[src/sv/assert_macros.svh]
// ----------------------------------------------------------------------------
// assertion macros
// concurrent checks that compile away when SYNTHESIS is defined
// ----------------------------------------------------------------------------
`ifndef ASSERT_MACROS_SVH
`define ASSERT_MACROS_SVH

`ifndef SYNTHESIS

// same-cycle implication
`define ASSERT_IMPLIES(label, clk, rst, ante, cons, msg) \
  label: assert property (@(posedge clk) disable iff (rst) (ante) |-> (cons)) else $error(msg);

// next-cycle implication
`define ASSERT_NEXT(label, clk, rst, ante, cons, msg) \
  label: assert property (@(posedge clk) disable iff (rst) (ante) |=> (cons)) else $error(msg);

`else

`define ASSERT_IMPLIES(label, clk, rst, ante, cons, msg)
`define ASSERT_NEXT(label, clk, rst, ante, cons, msg)

`endif

`endif

[src/sv/pse_pkg.sv]
// ----------------------------------------------------------------------------
// pse_pkg
// shared widths, token and status codes, and the arithmetic unit interface
// ----------------------------------------------------------------------------
package pse_pkg;

  localparam int STACK_DEPTH_DEF = 128;

  localparam int CMD_W     = 3;
  localparam int OPERAND_W = 16;
  localparam int VALUE_W   = 32;
  localparam int STATUS_W  = 3;
  localparam int DEPTH_W   = 8;
  localparam int S_DATA_W  = 24;
  localparam int M_DATA_W  = 48;

  localparam logic [CMD_W-1:0] CMD_PUSH = 3'd0;
  localparam logic [CMD_W-1:0] CMD_ADD  = 3'd1;
  localparam logic [CMD_W-1:0] CMD_SUB  = 3'd2;
  localparam logic [CMD_W-1:0] CMD_MUL  = 3'd3;
  localparam logic [CMD_W-1:0] CMD_DIV  = 3'd4;

  localparam logic [STATUS_W-1:0] ST_OK        = 3'd0;
  localparam logic [STATUS_W-1:0] ST_UNDERFLOW = 3'd1;
  localparam logic [STATUS_W-1:0] ST_OVERFLOW  = 3'd2;
  localparam logic [STATUS_W-1:0] ST_DIVZERO   = 3'd3;
  localparam logic [STATUS_W-1:0] ST_INVALID   = 3'd4;
  localparam logic [STATUS_W-1:0] ST_MALFORMED = 3'd5;

  typedef enum logic [1:0] {
    ALU_ADD,
    ALU_SUB,
    ALU_MUL,
    ALU_DIV
  } alu_op_t;

  typedef struct packed {
    logic    start;
    alu_op_t op;
  } alu_ctrl_t;

endpackage

[src/sv/pse_alu.sv]
// ----------------------------------------------------------------------------
// pse_alu
// Q16.16 add, subtract, multiply and divide on one shared 34-bit adder,
// multiply by shift-add and divide by restoring steps, all saturating
// ----------------------------------------------------------------------------
module pse_alu (
  input  logic                                clk,
  input  logic                                rst,
  input  pse_pkg::alu_ctrl_t                  ctrl,
  input  logic signed [pse_pkg::VALUE_W-1:0]  a,
  input  logic signed [pse_pkg::VALUE_W-1:0]  b,
  output logic                                done,
  output logic signed [pse_pkg::VALUE_W-1:0]  result
);

  import pse_pkg::*;

  localparam int MUL_STEPS = 32;
  localparam int DIV_STEPS = 48;

  localparam logic signed [31:0] SAT_MAX = 32'sh7FFF_FFFF;
  localparam logic signed [31:0] SAT_MIN = 32'sh8000_0000;

  typedef enum logic [2:0] {
    A_IDLE,
    A_ADD,
    A_MUL,
    A_MFIX,
    A_DIV,
    A_DFIX
  } state_t;

  state_t             state;
  alu_op_t            op;
  logic signed [31:0] opa;
  logic signed [31:0] opb;
  logic               neg;
  logic [5:0]         cnt;
  logic [31:0]        hi;
  logic [31:0]        lo;
  logic [31:0]        mcand;
  logic [31:0]        rem;
  logic [47:0]        num;

  logic [31:0] mag_a;
  logic [31:0] mag_b;
  logic [33:0] x;
  logic [33:0] y;
  logic        sub;
  logic [33:0] sum;
  logic signed [31:0] add_sat;
  logic [63:0]        prod;
  logic signed [63:0] prod_sh;
  logic signed [31:0] mul_sat;
  logic [47:0]        quo_neg;
  logic signed [31:0] div_sat;

  assign mag_a = a[31] ? (~a + 32'd1) : a;
  assign mag_b = b[31] ? (~b + 32'd1) : b;

  // operand steering into the one adder
  always_comb begin
    x   = '0;
    y   = '0;
    sub = 1'b0;
    case (state)
      A_ADD: begin
        x   = {{2{opa[31]}}, opa};
        y   = {{2{opb[31]}}, opb};
        sub = (op == ALU_SUB);
      end
      A_MUL: begin
        x = {2'b00, hi};
        y = lo[0] ? {2'b00, mcand} : '0;
      end
      A_DIV: begin
        x   = {1'b0, rem, num[47]};
        y   = {2'b00, mcand};
        sub = 1'b1;
      end
      default: begin
        x = '0;
      end
    endcase
  end

  assign sum = x + (sub ? ~y : y) + 34'(sub);

  assign add_sat = (sum[32] != sum[31]) ? (sum[32] ? SAT_MIN : SAT_MAX) : sum[31:0];

  // arithmetic shift of the signed product is the floor division by 2^16
  assign prod    = neg ? (~{hi, lo} + 64'd1) : {hi, lo};
  assign prod_sh = $signed(prod) >>> 16;
  assign mul_sat = ((&prod_sh[63:31]) || !(|prod_sh[63:31])) ? prod_sh[31:0] :
                   (prod_sh[63] ? SAT_MIN : SAT_MAX);

  assign quo_neg = ~num + 48'd1;
  always_comb begin
    if (neg) begin
      div_sat = (num > 48'h0000_8000_0000) ? SAT_MIN : quo_neg[31:0];
    end else begin
      div_sat = (num > 48'h0000_7FFF_FFFF) ? SAT_MAX : num[31:0];
    end
  end

  always_ff @(posedge clk) begin
    if (rst) begin
      state <= A_IDLE;
      done  <= 1'b0;
    end else begin
      done <= 1'b0;
      case (state)
        A_IDLE: begin
          if (ctrl.start) begin
            opa   <= a;
            opb   <= b;
            op    <= ctrl.op;
            neg   <= a[31] ^ b[31];
            cnt   <= '0;
            mcand <= mag_b;
            case (ctrl.op)
              ALU_MUL: begin
                hi    <= '0;
                lo    <= mag_a;
                state <= A_MUL;
              end
              ALU_DIV: begin
                rem   <= '0;
                num   <= {mag_a, 16'd0};
                state <= A_DIV;
              end
              default: begin
                state <= A_ADD;
              end
            endcase
          end
        end
        A_ADD: begin
          result <= add_sat;
          done   <= 1'b1;
          state  <= A_IDLE;
        end
        A_MUL: begin
          hi  <= sum[32:1];
          lo  <= {sum[0], lo[31:1]};
          cnt <= cnt + 6'd1;
          if (cnt == 6'(MUL_STEPS - 1)) begin
            state <= A_MFIX;
          end
        end
        A_MFIX: begin
          result <= mul_sat;
          done   <= 1'b1;
          state  <= A_IDLE;
        end
        A_DIV: begin
          // a nonnegative trial difference means the divisor fits
          if (!sum[33]) begin
            rem <= sum[31:0];
          end else begin
            rem <= {rem[30:0], num[47]};
          end
          num <= {num[46:0], !sum[33]};
          cnt <= cnt + 6'd1;
          if (cnt == 6'(DIV_STEPS - 1)) begin
            state <= A_DFIX;
          end
        end
        A_DFIX: begin
          result <= div_sat;
          done   <= 1'b1;
          state  <= A_IDLE;
        end
        default: begin
          state <= A_IDLE;
        end
      endcase
    end
  end

endmodule

[config.mk]
export PLATFORM = sky130hd
export DESIGN_NAME = pse_alu
export DESIGN_NICKNAME = d
export VERILOG_FILES = /design/src/sv/assert_macros.svh /design/src/sv/pse_pkg.sv /design/src/sv/pse_alu.sv
export SDC_FILE = /design/constraint.sdc
export NUM_CORES = 1
export LEC_CHECK = 0
export ABC_CLOCK_PERIOD_IN_PS = 20200
export BUFFER_PORTS_ARGS = -buffer_cell sky130_fd_sc_hd__buf_2
export CORE_MARGIN = 5
export CORE_UTILIZATION = 57
export DETAILED_ROUTE_END_ITERATION = 10
export PLACE_DENSITY_LB_ADDON = 0.12
export REMOVE_ABC_BUFFERS = 1
export SYNTH_ARGS = -nofsm -noshare
export SYNTH_HDL_FRONTEND = slang
export SYNTH_SLANG_ARGS = --single-unit
[constraint.sdc]
create_clock -name clk -period 20.2 [get_ports clk]
set_clock_uncertainty 0.1 [all_clocks]
set_input_delay 4.04 -clock clk [delete_from_list [all_inputs] [get_ports clk]]
set_output_delay 4.04 -clock clk [all_outputs]
set_load 0.01 [all_outputs]
==> impl_metrics.yaml, run 1 <==
clocking:
  cts_num_sinks: 284
  cts_max_path_buffers: 3
  tritoncts_clock_tree: "done"
  post_cts_buffers: 0
  insertion_delay_ns: 0.52
  ctsHoldBuffers: 0
  ctsRootBufferMaster: "sky130_fd_sc_hd__clkbuf_16"
  clk_pin_slew_ns: 0.06
  number_of_buffers_created_by_cts: 34
  cts.htree.levels: 2
  cts_resized: 0
synthesis:
  edff_count_synth: 280
  netlist_area_before_placement_sq_um: 17890
  postSynthRegisterBits: 284
  seq_area_frac_synth_pct: 47.46
  synthDistinctLibCells: 89
  synth.most_common_cell: "sky130_fd_sc_hd__edfxtp_1"
  ys.warnings.count: 0
  syn-instance-count: 1803
  ys_dominant_reg_cell: "sky130_fd_sc_hd__edfxtp_1"
  synth.avg_cell_area_sq_um: 9.920
  synth_area_leaders: "sky130_fd_sc_hd__edfxtp_1, sky130_fd_sc_hd__xnor2_1, sky130_fd_sc_hd__a21oi_1, sky130_fd_sc_hd__nor2_1, sky130_fd_sc_hd__nand2_1"
  netlist.area_leader.share_pct: 47.01
  synth_largest_area_cell: "sky130_fd_sc_hd__edfxtp_1"
  synth-async-reset-ratio_pct: 0
  ys_top_cells_by_count: "sky130_fd_sc_hd__edfxtp_1, sky130_fd_sc_hd__nor2_1, sky130_fd_sc_hd__nand2_1, sky130_fd_sc_hd__a21oi_1, sky130_fd_sc_hd__o21ai_0"
setup_path:
  worst-r2r-cell-count: 16
  worst_r2r_startpoint: "state[0]$_SDFFE_PP0P_"
  worst_path_dominant_cell_family: "simple AND/OR/NAND/NOR gates"
  critical_path.cell_chain: "buf_2, or4_1, nor3_2, nand4_1, or4_1, or4_1, or3_1, o41ai_1, xor2_1, a21oi_1"
  crit_arrival_ns: 7.63
  peak_per_stage_delay_on_the_critical_path_ns: 0.69
  critical-path-slowest-cell: "sky130_fd_sc_hd__or4_1"
  worst_setup_path_start_kind: "primary input"
  setup.worst_path.class: "primary input to flip-flop"
  path_common_cell: "sky130_fd_sc_hd__or4_1"
  reg2reg_slack_ns: 13.11
  worstPathMaxFanout: 6
  regToRegEndpoint: "result[17]$_DFFE_PP_"
  critPathCaptureType: "flip-flop"
  total_buffers_and_inverters_traversed_by_the_critical_path: 1
  worst-path-stages: 10
  worstPathRequired_ns: 20.32
min_path:
  min_from: "lo[1]$_DFFE_PP_"
  hp-class: "flip-flop to flip-flop"
  whs_endpoint: "lo[0]$_DFFE_PP_"
  min_path_cells: 2
detailed_routing:
  ant_nets: 0
  drt-pass1-iter-count: 6
  post_drt_wl_per_cell_microns: 23.71
  vias: 15165
  route.final.wire_length_mm: 53.89
  remaining_drc_errors: 0
  count_of_routing_violations_after_the_opening_detailed_route_iteration: 1925
  post_drt_via_cell_ratio: 6.672
global_route:
  via_count_of_the_first_global_routing_pass: 14169
  grt_pass1_wl_mm: 82.28
  antenna_found_initial: 4
  grt_max_degree: 94
  gr-usage-all-layers_pct: 29.66
  grt_remaining_overflow: 0
place:
  dpl_cell_area_sq_um: 18670
  routabilityCongestion: 0.9759
  hpwl_mm: 38.60
  io_buffer_count: 101
timing:
  headroom_to_the_max_slew_limit_pct: 20.25
  worst_slew_pin_slew_ns: 1.196
  count_of_final_max_slew_check_failures: 0
  finalHoldViolations: 0
  setup_repair_after_global_routing_missed_its_margin: "false"
  achievable-frequency_ghz: 0.1333
  finalSetupViolations: 0
  post-route-period-util_pct: 37.15
  period_needed_ns: 7.504
  timing.setup.tns_ns: 0
die:
  initial_core_util_pct: 58.17
  core_area_sq_um: 30750
  floorplan.io_pins: 102
  placementRows: 64
  floorplan.die_area_sq_um: 35020
  die_w_microns: 187.1
  fp.dieH_microns: 187.1
layout:
  layout.filler_cells: 2632
  design.final.nets: 1963
  multiInputGateArea_sq_um: 8870
  n_antenna_cell: 0
  design_area_sq_um: 19690
  area.sequential_sq_um: 8488
  area_growth_pct: 10.06
  share_of_final_layout_standard_cells_stronger_than_drive_strength_1_pct: 12.41
power:
  lkg_pwr_uw: 0.006936
  irDropWorstVdd_uv: 75.08
  powerDensity_nw_per_um2: 85.27
outcome:
  outcome: "finished, final reports clean"
job:
  drv_cap: 0
[kinds of logic (layout without fill, tap and decap cells)]
| logic type | after synthesis | in the layout | share of synthesized area, % |
|---|---|---|---|
| and+or+nand+nor | 633 | 633 | 17.75 |
| AOI/OAI and AO/OA | 517 | 517 | 19.03 |
| DFF | 284 | 284 | 47.46 |
| xor gates and xnor gates | 159 | 159 | 7.786 |
| buffers and inverters | 138 | 212 | 3.365 |
| adders and majority gates | 37 | 37 | 2.630 |
| muxes | 35 | 35 | 1.980 |
[layout make-up]
class / count / share of cell area (%)
clock buffer: 40 / 4.545
sequential: 284 / 43.12
clock inverter: 16 / 0.5911
tap: 396 / 2.517
inverter: 26 / 0.4958
multi-input combinational: 1381 / 45.06
timing repair buffer: 130 / 3.674
[metal layers]
layer,track usage (%),up-vias,routed length [microns]
li1,-,6933,-
met1,40.23,7263,21560
met2,46.47,805,24440
met3,7.260,154,5584
met4,11.12,10,2240
met5,0,-,63
[registers in the layout, summed over array words and instances (netlist names)]
signal and flops:
cnt 6, done 1, hi 32, lo 32, mcand 31, neg 1, num 48, op 2
opa 32, opb 32, rem 32, result 32, state 3
[report_power, final]
| group | switching [uW] | internal (uW) | total, uW |
|---|---|---|---|
| sequential | 20.1 | 695 | 715 |
| clock | 244 | 329 | 573 |
| combinational | 259 | 132 | 390 |
| total | 523 | 1160 | 1680 |
[worst register-to-register path, stage by stage (launching register included)]
cell and delay (ns):
sky130_fd_sc_hd__dfxtp_1 0.93, sky130_fd_sc_hd__nor2b_2 0.85, sky130_fd_sc_hd__buf_4 0.38, sky130_fd_sc_hd__o21ai_0 0.13, sky130_fd_sc_hd__o21bai_1 0.42, sky130_fd_sc_hd__nand2_1 0.13, sky130_fd_sc_hd__fa_1 0.42, sky130_fd_sc_hd__nand2b_1 0.18
sky130_fd_sc_hd__a2111oi_0 0.60, sky130_fd_sc_hd__o21bai_1 0.27, sky130_fd_sc_hd__a31oi_1 0.45, sky130_fd_sc_hd__or2_2 0.19, sky130_fd_sc_hd__o311ai_1 0.13, sky130_fd_sc_hd__buf_4 0.20, sky130_fd_sc_hd__nor3_2 0.72, sky130_fd_sc_hd__o31ai_1 0.22
sky130_fd_sc_hd__nor3_1 0.51
[stage by stage]
step	instances	power (uW)	setup slack (ns)	hold WS (ns)	utilization [%]
3_3_place_gp	2217	1098	12.27	0.4630	60.73
5_1_grt	2273	1738	12.55	0.5231	64.02
3_5_place_dp	2217	1105	12.21	0.4532	60.73
2_1_floorplan	1691	969.5	7.642	0.4229	-
4_1_cts	2273	1675	12.74	0.4673	64.02
6_report	2273	1679	12.70	0.4800	64.02
[worst max path at each step]
stage | endpoint | slack (ns) | from
3_5_place_dp | num[46]$_DFFE_PP_ | 12.21 | a[4]
3_3_place_gp | lo[30]$_DFFE_PP_ | 12.27 | a[4]
4_1_cts | num[46]$_DFFE_PP_ | 12.74 | a[4]
2_1_floorplan | num[0]$_SDFFCE_PP0P_ | 7.64 | ctrl[2]
6_report | num[46]$_DFFE_PP_ | 12.70 | a[4]
5_1_grt | lo[30]$_DFFE_PP_ | 12.55 | a[4]
[layout by cell type, fill, tap and decap left out, drive strengths merged, types with 7 or more instances in the layout]
master  instances
ha             36
nand3          38
nand2b         16
o21ai         111
mux2i          32
a21oi         138
and3           14
o31ai          36
o221ai         19
inv            28
a21o           22
or2            19
o31a            7
nor3           45
nor4           30
xor2           61
o41ai          14
a22oi          60
nand2         151
edfxtp        280
and2           42
nor2b          11
clkbuf         40
clkinv         12
xnor2          98
a31oi          17
a211oi         15
nor2          174
nand3b          7
nand4          14
o21bai          8
or4            20
buf           130
o211ai         23
or3            27
Power figures use the tool's default switching activity.
==> run 2: changes to the inputs <==
- ABC_CLOCK_PERIOD_IN_PS: 20200 -> 6100
- CORE_UTILIZATION: 57 -> 56
- clock period: 20.2 -> 6.1 ns (I/O delays scaled with it)
==> run 2 against run 1 <==
Critical path depth rose by 6. Combinational power rose to 3.1 times the previous value. Clock power rose to 3.2 times the previous value. Count of clock-buffer cells in the layout fell by 6. Die area rose by 1.7%. Cell count rose by 0.62%. Sequential power rose to 3.3 times the previous value. Sequential share of layout area fell by 0.13 points. Hold slack got worse by 0.013 ns. Design area rose by 0.31%. Highest routed layer is now met4.
==> impl_metrics.yaml, run 2 (synthesis results as in run 1) <==
detailed_routing:
  remaining_drc_errors: 0
  count_of_routing_violations_after_the_opening_detailed_route_iteration: 1971
  ant_nets: 0
  post_drt_wl_per_cell_microns: 23.48
  vias: 15043
  route.final.wire_length_mm: 53.69
  drt-pass1-iter-count: 7
  post_drt_via_cell_ratio: 6.578
timing:
  worst_slew_pin_slew_ns: 1.362
  post-route-period-util_pct: 90.26
  finalSetupViolations: 0
  achievable-frequency_ghz: 0.1816
  finalHoldViolations: 0
  headroom_to_the_max_slew_limit_pct: 7.926
  timing.setup.tns_ns: 0
  period_needed_ns: 5.506
  setup_slack_ns: 0.5942
  setup_repair_after_global_routing_missed_its_margin: "false"
  count_of_final_max_slew_check_failures: 0
clocking:
  ctsHoldBuffers: 0
  insertion_delay_ns: 0.58
  cts.htree.levels: 1
  cts_max_path_buffers: 3
  post_cts_buffers: 0
  number_of_buffers_created_by_cts: 30
  ctsRootBufferMaster: "sky130_fd_sc_hd__clkbuf_16"
  cts_num_sinks: 284
  tritoncts_clock_tree: "done"
  clk_pin_slew_ns: 0.06
setup_path:
  worst_setup_path_start_kind: "flip-flop"
  crit_arrival_ns: 5.72
  worst_r2r_startpoint: "state[2]$_SDFFE_PP0P_"
  setup.worst_path.class: "flip-flop to flip-flop"
  worstPathMaxFanout: 21
  worst-r2r-cell-count: 16
  regToRegEndpoint: "result[8]$_DFFE_PP_"
  critPathCaptureType: "flip-flop"
  reg2reg_slack_ns: 0.59
  worstPathRequired_ns: 6.32
layout:
  share_of_final_layout_standard_cells_stronger_than_drive_strength_1_pct: 12.73
  n_antenna_cell: 0
  largest_register: "num"
  layout_common_cells: "sky130_fd_sc_hd__edfxtp_1, sky130_fd_sc_hd__nor2_1, sky130_fd_sc_hd__nand2_1, sky130_fd_sc_hd__a21oi_1, sky130_fd_sc_hd__o21ai_0"
  postLayoutCoreUtil_pct: 62.57
  design_area_sq_um: 19750
  design.final.nets: 1968
  area_growth_pct: 10.40
  largest_register_ffs: 48
  final_common_cell: "sky130_fd_sc_hd__edfxtp_1"
power:
  switching_share_pct: 30.19
  power.sequential.fraction_pct: 43.5
  powerDensity_nw_per_um2: 276.2
  totalPowerFinal_uw: 5454
  power_report.internal_total_uw: 3807
  share_clk_of_total_power_pct: 34.0
  share_comb_of_total_power_pct: 22.5
  lkg_pwr_uw: 0.006975
  power.net_switching_uw: 1647
  irDropWorstVdd_uv: 276.4
global_route:
  antenna_found_initial: 1
  via_count_of_the_first_global_routing_pass: 13723
  grt_max_degree: 94
  gr-usage-all-layers_pct: 29.40
  grt_remaining_overflow: 0
  grt_pass1_wl_mm: 82.05
die:
  die_w_microns: 188.7
  placementRows: 65
  initial_core_util_pct: 56.68
  floorplan.die_area_sq_um: 35610
  core_area_sq_um: 31560
  fp.dieH_microns: 188.7
  floorplan.io_pins: 102
place:
  preCtsSetupSlack_ns: 0.4692
  io_buffer_count: 101
  hpwl_mm: 39.87
  dpl_cell_area_sq_um: 18760
  routabilityCongestion: 0.9819
min_path:
  hp-class: "flip-flop to flip-flop"
  whs_endpoint: "lo[0]$_DFFE_PP_"
  min_from: "lo[1]$_DFFE_PP_"
  min_path_cells: 2
outcome:
  outcome: "finished, final reports clean"
job:
  drv_cap: 0
[run 2: cell types whose count changed in the layout (fill, tap and decap cells not counted), sizes merged]
cell      previous run  this run
buf                130       139
bufinv               1         4
clkbuf              40        34
inv                 28        26
clkinvlp             1         0
clkinv              12        17
[run 2: metal layers]
layer	track usage, %	wire, microns	part of all wire (%)
met1	42.19	22850	43
met3	5.632	4810	9.0
met5	0	0	0
met4	10.59	2430	4.5
met2	44.85	23600	44
[run 2: final cells by class]
type,count,area (sq um)
inverter,26,97.59
fill,2648,11810
tap,402,503.0
timing repair buffer,139,803.3
clock buffer,34,765.7
clock inverter,21,215.2
sequential,284,8488
multi-input combinational,1381,8872
[run 2: critical path, cell delays in order (launching register included)]
cell and delay (ns):
sky130_fd_sc_hd__dfxtp_1 0.50, sky130_fd_sc_hd__buf_4 0.20, sky130_fd_sc_hd__nor3b_4 0.61, sky130_fd_sc_hd__a211oi_1 0.25, sky130_fd_sc_hd__o21bai_1 0.38, sky130_fd_sc_hd__nand2_1 0.12
sky130_fd_sc_hd__fa_1 0.41, sky130_fd_sc_hd__nand2b_1 0.18, sky130_fd_sc_hd__a2111oi_0 0.57, sky130_fd_sc_hd__o21bai_1 0.25, sky130_fd_sc_hd__a31oi_1 0.40, sky130_fd_sc_hd__o21ai_0 0.18
sky130_fd_sc_hd__o311ai_2 0.23, sky130_fd_sc_hd__a41oi_1 0.21, sky130_fd_sc_hd__buf_4 0.26, sky130_fd_sc_hd__a221oi_1 0.28, sky130_fd_sc_hd__o21ai_1 0.10
[run 2: power groups by stage]
stage	sequential, uW	combinational [uW]	clock (uW)
floorplan	2410	803	0
global placement	2410	1180	0
detailed placement	2410	1200	0
CTS	2370	1210	1870
global route	2380	1330	1960
finish	2370	1220	1850
[run 2: per-stage QoR]
stage               std cells  hold slack (ns)
global route             2287           0.5087
detailed placement       2232           0.4524
CTS                      2287           0.4714
finish                   2287           0.4668
floorplan                1691           0.4229
global placement         2232           0.4525
[run 2: repair_timing]
action / 4_1_cts / 5_1_grt
setup endpoints to repair: 0 / 6
resized for setup: 0 / 1
endpoints found under the hold margin: 0 / 0
[run 2: how the worst max path moves through the flow]
stage	startpoint	endpoint	slack, ns	depth (start not counted)
finish	state[2]$_SDFFE_PP0P_	result[8]$_DFFE_PP_	0.59	16
global route	state[2]$_SDFFE_PP0P_	result[0]$_DFFE_PP_	0.16	16
CTS	state[1]$_SDFFE_PP0P_	result[8]$_DFFE_PP_	0.45	18
detailed placement	state[1]$_SDFFE_PP0P_	result[8]$_DFFE_PP_	0.47	18
global placement	state[1]$_SDFFE_PP0P_	result[8]$_DFFE_PP_	0.66	18
floorplan	ctrl[2]	num[0]$_SDFFCE_PP0P_	-3.64	2
==> run 3: changes to the inputs <==
- CELL_PAD_IN_SITES_DETAIL_PLACEMENT: default -> 1
- CELL_PAD_IN_SITES_GLOBAL_PLACEMENT: default -> 2
- CORE_UTILIZATION: 56 -> 28
==> run 3 against run 2 <==
Power up 14%. Hold slack better by 0.024 ns. Sequential share of layout area down 2.1 points. Via count down 0.24%. Register-to-register slack worse by 0.14 ns. Cell count up 21%. Count of clock-buffer cells in the layout up 16. Sequential power about the same. Flip-flop and latch count unchanged. Non-clock buffer count up 15. Design area up 5.3%. Critical path type unchanged. Largest power group is now clock. Highest routed layer is now met5.
==> impl_metrics.yaml, run 3 (synthesis results as in run 1) <==
power:
  powerDensity_nw_per_um2: 298.4
  irDropWorstVdd_uv: 150.6
  lkg_pwr_uw: 0.007214
  totalPowerFinal_uw: 6202
setup_path:
  worst_setup_path_start_kind: "flip-flop"
  setup.worst_path.class: "flip-flop to flip-flop"
  critPathCaptureType: "flip-flop"
  worstPathRequired_ns: 6.26
  crit_arrival_ns: 5.81
  worstPathMaxFanout: 33
die:
  fp.dieH_microns: 262.7
  floorplan.die_area_sq_um: 69030
  die_w_microns: 262.7
  floorplan.io_pins: 102
  placementRows: 92
  core_area_sq_um: 63200
  initial_core_util_pct: 28.30
timing:
  achievable-frequency_ghz: 0.1772
  hold_ws_ns: 0.4909
  post-route-period-util_pct: 92.53
  setup_repair_after_global_routing_missed_its_margin: "false"
  worst_slew_pin_slew_ns: 1.218
  headroom_to_the_max_slew_limit_pct: 18.59
  count_of_final_max_slew_check_failures: 0
  finalSetupViolations: 0
  setup_slack_ns: 0.4557
  finalHoldViolations: 0
  period_needed_ns: 5.644
place:
  hpwl_mm: 53.33
  routabilityCongestion: 0.8513
  dpl_cell_area_sq_um: 19440
  placed_cells_incl_taps: 2691
  io_buffer_count: 101
  preCtsSetupSlack_ns: 0.5172
layout:
  area.sequential_sq_um: 8489
  finish.cell_count_without_fillers: 2762
  layout.filler_cells: 7109
  layout_common_cells: "sky130_fd_sc_hd__edfxtp_1, sky130_fd_sc_hd__nor2_1, sky130_fd_sc_hd__nand2_1, sky130_fd_sc_hd__a21oi_1, sky130_fd_sc_hd__o21ai_0"
  final_common_cell: "sky130_fd_sc_hd__edfxtp_1"
  design.final.nets: 1992
  area_growth_pct: 16.21
  largest_register_ffs: 48
  design_area_sq_um: 20780
  share_of_final_layout_standard_cells_stronger_than_drive_strength_1_pct: 13.99
  largest_register: "num"
  multiInputGateArea_sq_um: 8876
clocking:
  cts_max_path_buffers: 3
  cts.htree.levels: 2
  ctsRootBufferMaster: "sky130_fd_sc_hd__clkbuf_16"
  cts_resized: 0
  cts_num_sinks: 284
  clk_pin_slew_ns: 0.06
  tritoncts_clock_tree: "done"
  number_of_buffers_created_by_cts: 39
  post_cts_buffers: 0
  ctsHoldBuffers: 0
  insertion_delay_ns: 0.56
outcome:
  outcome: "finished, final reports clean"
global_route:
  grt_pass1_wl_mm: 104.3
  antenna_found_initial: 2
  via_count_of_the_first_global_routing_pass: 15204
  grt_max_degree: 63
  grt_remaining_overflow: 0
  gr-usage-all-layers_pct: 19.76
detailed_routing:
  post_drt_via_cell_ratio: 5.433
  post_drt_wl_per_cell_microns: 25.80
  vias: 15007
  count_of_routing_violations_after_the_opening_detailed_route_iteration: 1101
  drt-pass1-iter-count: 5
  route.final.wire_length_mm: 71.26
  ant_nets: 0
  remaining_drc_errors: 0
min_path:
  hp-class: "flip-flop to flip-flop"
job:
  drv_cap: 0
==> run 3: cell count changes in the layout (fill, tap and decap cells not counted), moves of 2 or more <==
cell | previous run | this run
sky130_fd_sc_hd__buf_4 | 37 | 52
sky130_fd_sc_hd__bufinv_16 | 4 | 8
sky130_fd_sc_hd__clkbuf_1 | 4 | 8
sky130_fd_sc_hd__clkbuf_16 | 30 | 39
sky130_fd_sc_hd__clkbuf_8 | 0 | 3
sky130_fd_sc_hd__clkinv_2 | 7 | 3
sky130_fd_sc_hd__clkinv_4 | 2 | 0
==> run 3: stage by stage <==
step | TNS [ns] | util (%)
floorplan | -568.88 | -
global placement | 0 | 30.76
detailed placement | 0 | 30.76
CTS | 0 | 32.89
global route | 0 | 32.89
finish | 0 | 32.89
==> run 3: path summary, 6_finish.rpt <==
check                           slack (ns)                   end                  start  depth (start not counted)
worst max-delay path                  0.46  result[23]$_DFFE_PP_  state[0]$_SDFFE_PP0P_                         17
worst min-delay path                  0.49  cnt[0]$_SDFFCE_PN0P_   cnt[0]$_SDFFCE_PN0P_                          1
worst max register to register        0.46  result[23]$_DFFE_PP_  state[0]$_SDFFE_PP0P_                         17
worst min register to register        0.49  cnt[0]$_SDFFCE_PN0P_   cnt[0]$_SDFFCE_PN0P_                          1
==> run 3: layer usage <==
metal / share of wire, % / global-route usage (%) / vias to the layer above
met1: 48 / 28.29 / 7585
li1: - / - / 6988
met4: 2.5 / 5.172 / 2
met5: 0.013 / 0 / -
met3: 5.4 / 4.082 / 85
met2: 44 / 30.54 / 347
==> run 3: worst max-delay path, cell delays in order (launching register included) <==
cell and delay, ns:
sky130_fd_sc_hd__dfxtp_1 0.63, sky130_fd_sc_hd__buf_4 0.26, sky130_fd_sc_hd__nor2b_2 0.17, sky130_fd_sc_hd__buf_4 0.41, sky130_fd_sc_hd__a22oi_1 0.14, sky130_fd_sc_hd__o21ai_0 0.43
sky130_fd_sc_hd__ha_1 0.39, sky130_fd_sc_hd__a21oi_1 0.31, sky130_fd_sc_hd__o21ai_0 0.17, sky130_fd_sc_hd__a221o_1 0.38, sky130_fd_sc_hd__a22o_1 0.25, sky130_fd_sc_hd__or2_2 0.30
sky130_fd_sc_hd__o311ai_1 0.34, sky130_fd_sc_hd__buf_4 0.24, sky130_fd_sc_hd__a41oi_1 0.11, sky130_fd_sc_hd__buf_4 0.24, sky130_fd_sc_hd__a211oi_1 0.31, sky130_fd_sc_hd__o21ai_0 0.15
==> run 3: power breakdown <==
part           leakage [uW]  switching (uW)  total [uW]  internal (uW)
Clock              0.000652             918        2460           1550
Combinational       0.00393             900        1360            455
Sequential          0.00263            80.4        2380           2300
Total               0.00721            1900        6200           4300
==> run 3: area by class of cell <==
class / count / area share [%]
multi-input cells: 1381 / 42.70
flip-flops and latches: 284 / 40.84
well taps: 846 / 5.093
clock buffers: 50 / 5.039
repair buffers: 154 / 4.406
clock inverters: 20 / 1.433
inverters: 26 / 0.4695
diodes: 1 / 0.01204
